File: config.mk
export PLATFORM = sky130hd
export DESIGN_NAME = tftp_transfer_controller_top
export DESIGN_NICKNAME = d
export VERILOG_FILES = /design/src/design/tftp_tc_pkg.sv /design/src/design/tftp_transfer_controller_top.sv
export SDC_FILE = /design/constraint.sdc
export NUM_CORES = 1
export LEC_CHECK = 0
export BUFFER_PORTS_ARGS = -buffer_cell sky130_fd_sc_hd__buf_2
export CAP_MARGIN = 10
export CORE_UTILIZATION = 45
export DETAILED_ROUTE_END_ITERATION = 8
export PLACE_DENSITY_LB_ADDON = 0.08
export SLEW_MARGIN = 40
export SYNTH_ARGS = -nofsm -noshare
export SYNTH_HDL_FRONTEND = slang
export SYNTH_SLANG_ARGS = --single-unit
File: constraint.sdc
create_clock -name clk -period 3.36 [get_ports clk]
set_input_delay 0.168 -clock clk [delete_from_list [all_inputs] [get_ports clk]]
set_output_delay 0.168 -clock clk [all_outputs]
set_load 0.02 [all_outputs]
File: src/design/tftp_tc_pkg.sv
// Package for the TFTP transfer controller: command, action and phase codes,
// payload widths and the block size. No dependencies.
`timescale 1ns / 1ps
package tftp_tc_pkg;

    localparam int unsigned BLOCK_W = 16;
    localparam int unsigned LEN_W   = 10;
    localparam int unsigned TO_W    = 4;

    // Largest payload in one data block, in bytes.
    localparam logic [LEN_W-1:0] BLOCK_BYTES = 10'd512;

    // Register index of max_timeouts on the configuration port.
    localparam logic REG_MAX_TIMEOUTS = 1'b0;
    localparam logic [TO_W-1:0] MAX_TIMEOUTS_RST = 4'd10;

    typedef enum logic [2:0] {
        CMD_START_READ  = 3'd0,
        CMD_START_WRITE = 3'd1,
        CMD_TIMEOUT     = 3'd2,
        CMD_ACK_RX      = 3'd3,
        CMD_DATA_RX     = 3'd4,
        CMD_CHUNK_READY = 3'd5
    } cmd_t;

    typedef enum logic [2:0] {
        ACT_REQUEST   = 3'd0,
        ACT_SEND_DATA = 3'd1,
        ACT_SEND_ACK  = 3'd2,
        ACT_WRITE_ACK = 3'd3,
        ACT_DONE      = 3'd4,
        ACT_FAILED    = 3'd5
    } action_t;

    typedef enum logic [3:0] {
        PH_IDLE  = 4'b0001,
        PH_CHUNK = 4'b0010,
        PH_ACK   = 4'b0100,
        PH_DATA  = 4'b1000
    } phase_t;

endpackage

File: src/design/tftp_transfer_controller_top.sv
// Top level of the lock-step TFTP transfer controller: event decode, transfer
// state and the output register. Depends on tftp_tc_pkg.
`timescale 1ns / 1ps
// Usage
// -----
// Events come in on the slave stream: s_axis_tuser carries the command and
// s_axis_tdata the block number and payload length of a received packet or
// of a chunk read from the file. Each event gives at most one request on the
// master stream: m_axis_tuser is the action, m_axis_tdata the block number
// and length to send or write, and m_axis_tlast marks the send or write that
// ends the transfer (a short block). Events that do not fit the current
// phase, or carry the wrong block, give no request at all.
// The max_timeouts register (APB, byte address 0) sets how many timeouts in
// a row fail the transfer; write it only while no transfer events are in
// flight.
// An accepted event is loaded into the input register and then decoded into
// the output register once that register is free or its request is taken.
// One event can be accepted every cycle, limited only by the output register.
// Reset leaves the controller idle with block number 1, no timeouts counted
// and max_timeouts at 10. When the receiver stalls, the pending request holds
// in the output register; the input register then fills and s_axis_tready
// drops until the request is taken.
module tftp_transfer_controller_top
(
    input  logic        clk,
    input  logic        rst_n,
    // Event stream
    input  logic        s_axis_tvalid,
    output logic        s_axis_tready,
    input  logic [31:0] s_axis_tdata,   // [15:0] block_in, [25:16] length_in, rest zero
    input  logic [2:0]  s_axis_tuser,   // [2:0] cmd
    // Request stream
    output logic        m_axis_tvalid,
    input  logic        m_axis_tready,
    output logic [31:0] m_axis_tdata,   // [15:0] block_out, [25:16] length_out, rest zero
    output logic [2:0]  m_axis_tuser,   // [2:0] action
    output logic        m_axis_tlast,   // final_res
    // Configuration port
    input  logic        psel,
    input  logic        penable,
    input  logic        pwrite,
    input  logic [2:0]  paddr,
    input  logic [31:0] pwdata,
    output logic [31:0] prdata,
    output logic        pready
);
    import tftp_tc_pkg::*;

    // Configuration register. Bit 2 of the byte address selects the register.
    logic [TO_W-1:0] max_timeouts_reg;
    logic            cfg_write;

    assign pready    = 1'b1;
    assign cfg_write = psel && penable && pwrite && (paddr[2] == REG_MAX_TIMEOUTS);
    assign prdata    = (paddr[2] == REG_MAX_TIMEOUTS) ? {28'd0, max_timeouts_reg} : 32'd0;

    always_ff @(posedge clk or negedge rst_n)
    begin
        if (!rst_n)
        begin
            max_timeouts_reg <= MAX_TIMEOUTS_RST;
        end
        else if (cfg_write)
        begin
            max_timeouts_reg <= pwdata[TO_W-1:0];
        end
    end

    // Input register. It moves on whenever the output register is free or is
    // being emptied this cycle, so a new event can enter every cycle.
    logic               in_valid_reg;
    cmd_t               in_cmd_reg;
    logic [BLOCK_W-1:0] in_block_reg;
    logic [LEN_W-1:0]   in_len_reg;
    logic               out_valid_reg;
    logic               advance;

    assign advance       = in_valid_reg && (!out_valid_reg || m_axis_tready);
    assign s_axis_tready = !in_valid_reg || advance;

    always_ff @(posedge clk or negedge rst_n)
    begin
        if (!rst_n)
        begin
            in_valid_reg <= 1'b0;
        end
        else if (s_axis_tready)
        begin
            in_valid_reg <= s_axis_tvalid;
        end
    end

    always_ff @(posedge clk)
    begin
        if (s_axis_tready && s_axis_tvalid)
        begin
            in_cmd_reg   <= cmd_t'(s_axis_tuser);
            in_block_reg <= s_axis_tdata[15:0];
            in_len_reg   <= s_axis_tdata[25:16];
        end
    end

    // Transfer state.
    phase_t             phase_reg,         phase_next;
    logic [BLOCK_W-1:0] block_number_reg,  block_number_next;
    logic [TO_W-1:0]    timeout_count_reg, timeout_count_next;
    logic [LEN_W-1:0]   last_length_reg,   last_length_next;

    // Decode results.
    logic               res_valid;
    action_t            res_action;
    logic [BLOCK_W-1:0] res_block;
    logic [LEN_W-1:0]   res_len;
    logic               res_final;

    logic [LEN_W-1:0]   len_clamped;
    logic [TO_W-1:0]    timeout_inc;
    logic               timeout_fail;
    logic [BLOCK_W-1:0] block_plus1;

    // Lengths above one block are taken as a full block.
    assign len_clamped  = (in_len_reg > BLOCK_BYTES) ? BLOCK_BYTES : in_len_reg;
    // The timeout count saturates at its top value.
    assign timeout_inc  = (timeout_count_reg == {TO_W{1'b1}}) ? timeout_count_reg
                                                              : timeout_count_reg + 1'b1;
    assign timeout_fail = (timeout_inc >= max_timeouts_reg);
    assign block_plus1  = block_number_reg + 1'b1;

    always_comb
    begin
        phase_next         = phase_reg;
        block_number_next  = block_number_reg;
        timeout_count_next = timeout_count_reg;
        last_length_next   = last_length_reg;
        res_valid          = 1'b0;
        res_action         = ACT_REQUEST;
        res_block          = block_number_reg;
        res_len            = '0;
        res_final          = 1'b0;

        case (in_cmd_reg)
            CMD_START_READ:
            begin
                if (phase_reg == PH_IDLE)
                begin
                    block_number_next  = 16'd1;
                    timeout_count_next = '0;
                    last_length_next   = '0;
                    phase_next         = PH_CHUNK;
                    res_valid          = 1'b1;
                    res_action         = ACT_REQUEST;
                    res_block          = 16'd1;
                end
            end
            CMD_START_WRITE:
            begin
                if (phase_reg == PH_IDLE)
                begin
                    block_number_next  = 16'd1;
                    timeout_count_next = '0;
                    last_length_next   = '0;
                    phase_next         = PH_DATA;
                    res_valid          = 1'b1;
                    res_action         = ACT_SEND_ACK;
                    res_block          = 16'd0;
                end
            end
            CMD_TIMEOUT:
            begin
                if (phase_reg == PH_ACK || phase_reg == PH_DATA)
                begin
                    res_valid          = 1'b1;
                    timeout_count_next = timeout_inc;
                    if (timeout_fail)
                    begin
                        phase_next         = PH_IDLE;
                        timeout_count_next = '0;
                        res_action         = ACT_FAILED;
                    end
                    else if (phase_reg == PH_ACK)
                    begin
                        // Resend the block still awaiting its acknowledgement.
                        res_action = ACT_SEND_DATA;
                        res_len    = last_length_reg;
                        res_final  = (last_length_reg < BLOCK_BYTES);
                    end
                    else
                    begin
                        // Resend the last acknowledgement.
                        res_action = ACT_SEND_ACK;
                        res_block  = block_number_reg - 1'b1;
                    end
                end
            end
            CMD_ACK_RX:
            begin
                if (phase_reg == PH_ACK && in_block_reg == block_number_reg)
                begin
                    timeout_count_next = '0;
                    res_valid          = 1'b1;
                    if (last_length_reg < BLOCK_BYTES)
                    begin
                        phase_next = PH_IDLE;
                        res_action = ACT_DONE;
                    end
                    else
                    begin
                        block_number_next = block_plus1;
                        phase_next        = PH_CHUNK;
                        res_action        = ACT_REQUEST;
                        res_block         = block_plus1;
                    end
                end
            end
            CMD_DATA_RX:
            begin
                if (phase_reg == PH_DATA)
                begin
                    // Any data packet clears the count, even for the wrong block.
                    timeout_count_next = '0;
                    if (in_block_reg == block_number_reg)
                    begin
                        last_length_next  = len_clamped;
                        block_number_next = block_plus1;
                        res_valid         = 1'b1;
                        res_action        = ACT_WRITE_ACK;
                        res_len           = len_clamped;
                        res_final         = (len_clamped < BLOCK_BYTES);
                        if (len_clamped < BLOCK_BYTES)
                        begin
                            phase_next = PH_IDLE;
                        end
                    end
                end
            end
            CMD_CHUNK_READY:
            begin
                if (phase_reg == PH_CHUNK)
                begin
                    last_length_next = len_clamped;
                    phase_next       = PH_ACK;
                    res_valid        = 1'b1;
                    res_action       = ACT_SEND_DATA;
                    res_len          = len_clamped;
                    res_final        = (len_clamped < BLOCK_BYTES);
                end
            end
            default:
            begin
                // Unused command codes are dropped.
            end
        endcase
    end

    always_ff @(posedge clk or negedge rst_n)
    begin
        if (!rst_n)
        begin
            phase_reg         <= PH_IDLE;
            block_number_reg  <= 16'd1;
            timeout_count_reg <= '0;
            last_length_reg   <= '0;
        end
        else if (advance)
        begin
            phase_reg         <= phase_next;
            block_number_reg  <= block_number_next;
            timeout_count_reg <= timeout_count_next;
            last_length_reg   <= last_length_next;
        end
    end

    // Output register.
    action_t            out_action_reg;
    logic [BLOCK_W-1:0] out_block_reg;
    logic [LEN_W-1:0]   out_len_reg;
    logic               out_final_reg;

    always_ff @(posedge clk or negedge rst_n)
    begin
        if (!rst_n)
        begin
            out_valid_reg <= 1'b0;
        end
        else if (advance)
        begin
            out_valid_reg <= res_valid;
        end
        else if (m_axis_tready)
        begin
            out_valid_reg <= 1'b0;
        end
    end

    always_ff @(posedge clk)
    begin
        if (advance && res_valid)
        begin
            out_action_reg <= res_action;
            out_block_reg  <= res_block;
            out_len_reg    <= res_len;
            out_final_reg  <= res_final;
        end
    end

    assign m_axis_tvalid = out_valid_reg;
    assign m_axis_tuser  = out_action_reg;
    assign m_axis_tdata  = {6'd0, out_len_reg, out_block_reg};
    assign m_axis_tlast  = out_final_reg;

endmodule

==> run metrics <==
Min-Delay Path Class=in -> reg; WS Path Type=reg -> reg; Power Density=between 500 and 600 mW/mm^2; htree depth=3; Tcrit/Tclk final=0.932; Final Total Pwr=approximately 0.0035 W; Mapped Area=approximately 0.0058 mm^2; Final setup viols=0; Die Height=115 um; Rows=40; # DRC=0; antenna cells=0; total number of vias=4869; Worst-Margin Slew=just over 0.7 ns; Post-Layout Cell Count=approximately 860; initial antenna violation count=0; Total Routing Usage GR=0.240; final hold slack=0.0412 ns; Static Leakage=2.96 nW; CTS sink count=99; IR drop worst, VDD=~0.31 mV; P&R area growth vs syn=21.0%; RSZ-0062 raised after global routing=no; overflow left after global routing=0; largest net degree at the start of global routing=between 40 and 50; syn avg cell area=10.0 um^2; Post-synth EDFFs=59; Critical Path Sink Type=flop; final hold violations=0; Clock Path Buffers=2; wire per inst=roughly 17 um; first-pass GRT wire length=23.8 mm; CP Max Fanout=5; CORE AREA=around 0.012 mm^2; First DRT Iteration DRCs=~480; Final Max Tran Viols=0; cts bufs inserted=9; Root Buffer=clkbuf_16; overall die area=0.0132 mm^2; status=finished, final reports clean; Main synth FF type=edfxtp_1; drt total wl=approximately 15 mm; final net count=773; Top Ports=about 150; Initial Util=0.471; Seq cells post-synth=99; HPWL after DPL=approximately 11 mm; number of max-cap violations=0; placed cell count=around 820; Ys Warns=0; required time of the worst setup path=approximately 3.5 ns; post-route ant nets=0; CTS tree=yes; Die W=~120 um; Reg clk slew, reported paths=0.08 ns; Post-Syn Instances=roughly 570; vias in the first global route=4541; sequential share of the synthesized area=0.483; DR vias/cell=about 5.6; highest clock rate=between 0.3 and 0.4 GHz; Slew headroom=0.525; asr flop ratio synth=0.404; Clock Skew=~0.014 ns; crit start category=flop; number of port buffers=76; share of cells above drive strength 1=0.229; critical path data arrival time=approximately 3.3 ns; Final min period=3.13 ns; Fill cells=1077; Total Negative Setup Slacks=0 ns; Reg2Reg Setup Slack=around 0.23 ns; RD Place Congestion=between 0.9 and 1; Initial DRT Pass Iterations=5; Yosys cell types=69; postcts setup bufs=0; clk_lat worst skew=around 0.36 ns
## repair_timing
item                       CTS  global route
resized for setup            0             1
hold endpoints to repair    65             0
hold buffers                30             0
setup endpoints to repair    0             4
## where the power goes
group	internal, W	total, W	switching (W)
Clock	0.000594	0.00110	0.000503
Sequential	0.00143	0.00156	0.000129
Combinational	0.000357	0.000884	0.000527
## path summary, 6_finish.rpt
| kind | depth (start not counted) | end | start |
|---|---|---|---|
| max in group asynchronous | 2 | block_number_reg[0]$_DFFE_PN1P_ | rst_n |
| setup reg to reg | 12 | out_block_reg[8]$_DFFE_PP_ | timeout_count_reg[0]$_DFFE_PN0P_ |
| setup / recovery | 12 | out_block_reg[8]$_DFFE_PP_ | timeout_count_reg[0]$_DFFE_PN0P_ |
| hold / removal | 2 | in_valid_reg$_DFFE_PN0N_ | s_axis_tvalid |
| hold reg to reg | 1 | last_length_reg[8]$_DFFE_PN0P_ | last_length_reg[8]$_DFFE_PN0P_ |
| min in group asynchronous | 2 | block_number_reg[15]$_DFFE_PN0P_ | rst_n |
## synthesized netlist by cell type, types with 13 or more instances
master	n	area, um^2
a21oi_1	32	160
buf_4	35	263
clkbuf_1	25	93.8
dfrtp_1	36	901
edfxtp_1	59	1770
inv_1	21	78.8
mux2i_1	13	130
nand2_1	41	154
nand3_1	16	80.1
nor2_1	35	131
nor3_1	19	95.1
o21ai_0	46	230
xor2_1	19	166
## stage by stage
| stage | instance area, um^2 | util | worst slack, ns |
|---|---|---|---|
| floorplan | 5880 | - | 0.146 |
| global placement | 6340 | 0.519 | 0.226 |
| detailed placement | 6350 | 0.520 | 0.178 |
| CTS | 6960 | 0.570 | 0.154 |
| global route | 6960 | 0.570 | 0.0141 |
| finish | 6960 | 0.570 | 0.229 |
## cells in the final DEF, fill, tap and decap left out, types with 3 or more instances in the layout
master,count
xor2_1,19
nand3_1,16
nand4_1,6
o31ai_1,7
nand2_1,41
o21ai_0,46
nor4_1,5
and3_1,8
nand2b_1,8
o2bb2ai_1,4
dfstp_2,4
inv_1,21
inv_8,3
a41oi_1,5
conb_1,35
a31oi_1,10
ha_1,7
mux2i_1,13
and2_1,8
o22ai_1,5
dlygate4sd3_1,30
a211oi_1,3
or4_1,4
dfrtp_1,36
nor3_1,19
edfxtp_1,59
nor2b_1,4
nor2_1,34
or3_1,6
buf_2,75
clkbuf_16,9
or2_2,4
a21oi_1,31
nor4_2,3
buf_4,37
mux2_2,10
a22o_1,11
## logic make-up after synthesis
| kind of cell | synth area share |
|---|---|
| other cells | 0.00131 |
| buf+inv | 0.0901 |
| xor+xnor | 0.0305 |
| flops | 0.483 |
| compound gates | 0.173 |
| mux | 0.0422 |
| simple gates | 0.165 |
| fa+ha+maj | 0.0152 |
## worst max-delay path, cell delays in order, from the launching register on
cell	delay, ns
dfrtp_1	0.42
ha_1	0.24
and2_1	0.17
nand2_1	0.11
xnor2_1	0.16
ha_1	0.26
nand2b_1	0.15
a21oi_2	0.21
o2111ai_2	0.22
nor2_1	0.20
nand3_1	0.09
a221o_1	0.36
a211o_1	0.30
## final cells by class
type	count	area, um^2	area share
sequential	99	2780	0.399
clock buffer	9	225	0.0324
multi-input combinational	413	2590	0.372
clock inverter	7	85.1	0.0122
timing repair buffer	144	993	0.143
inverter	22	82.6	0.0119
tap	168	210	0.0302
## per-layer routing
| metal | global-route usage | vias up | wire length, um |
|---|---|---|---|
| met4 | 0.0996 | 0 | 369 |
| met2 | 0.380 | 248 | 6920 |
| li1 | - | 2285 | - |
| met3 | 0.0390 | 27 | 1130 |
| met1 | 0.328 | 2309 | 6630 |
| met5 | 0 | - | 0 |
No activity file was read; power rests on OpenSTA's default activity.
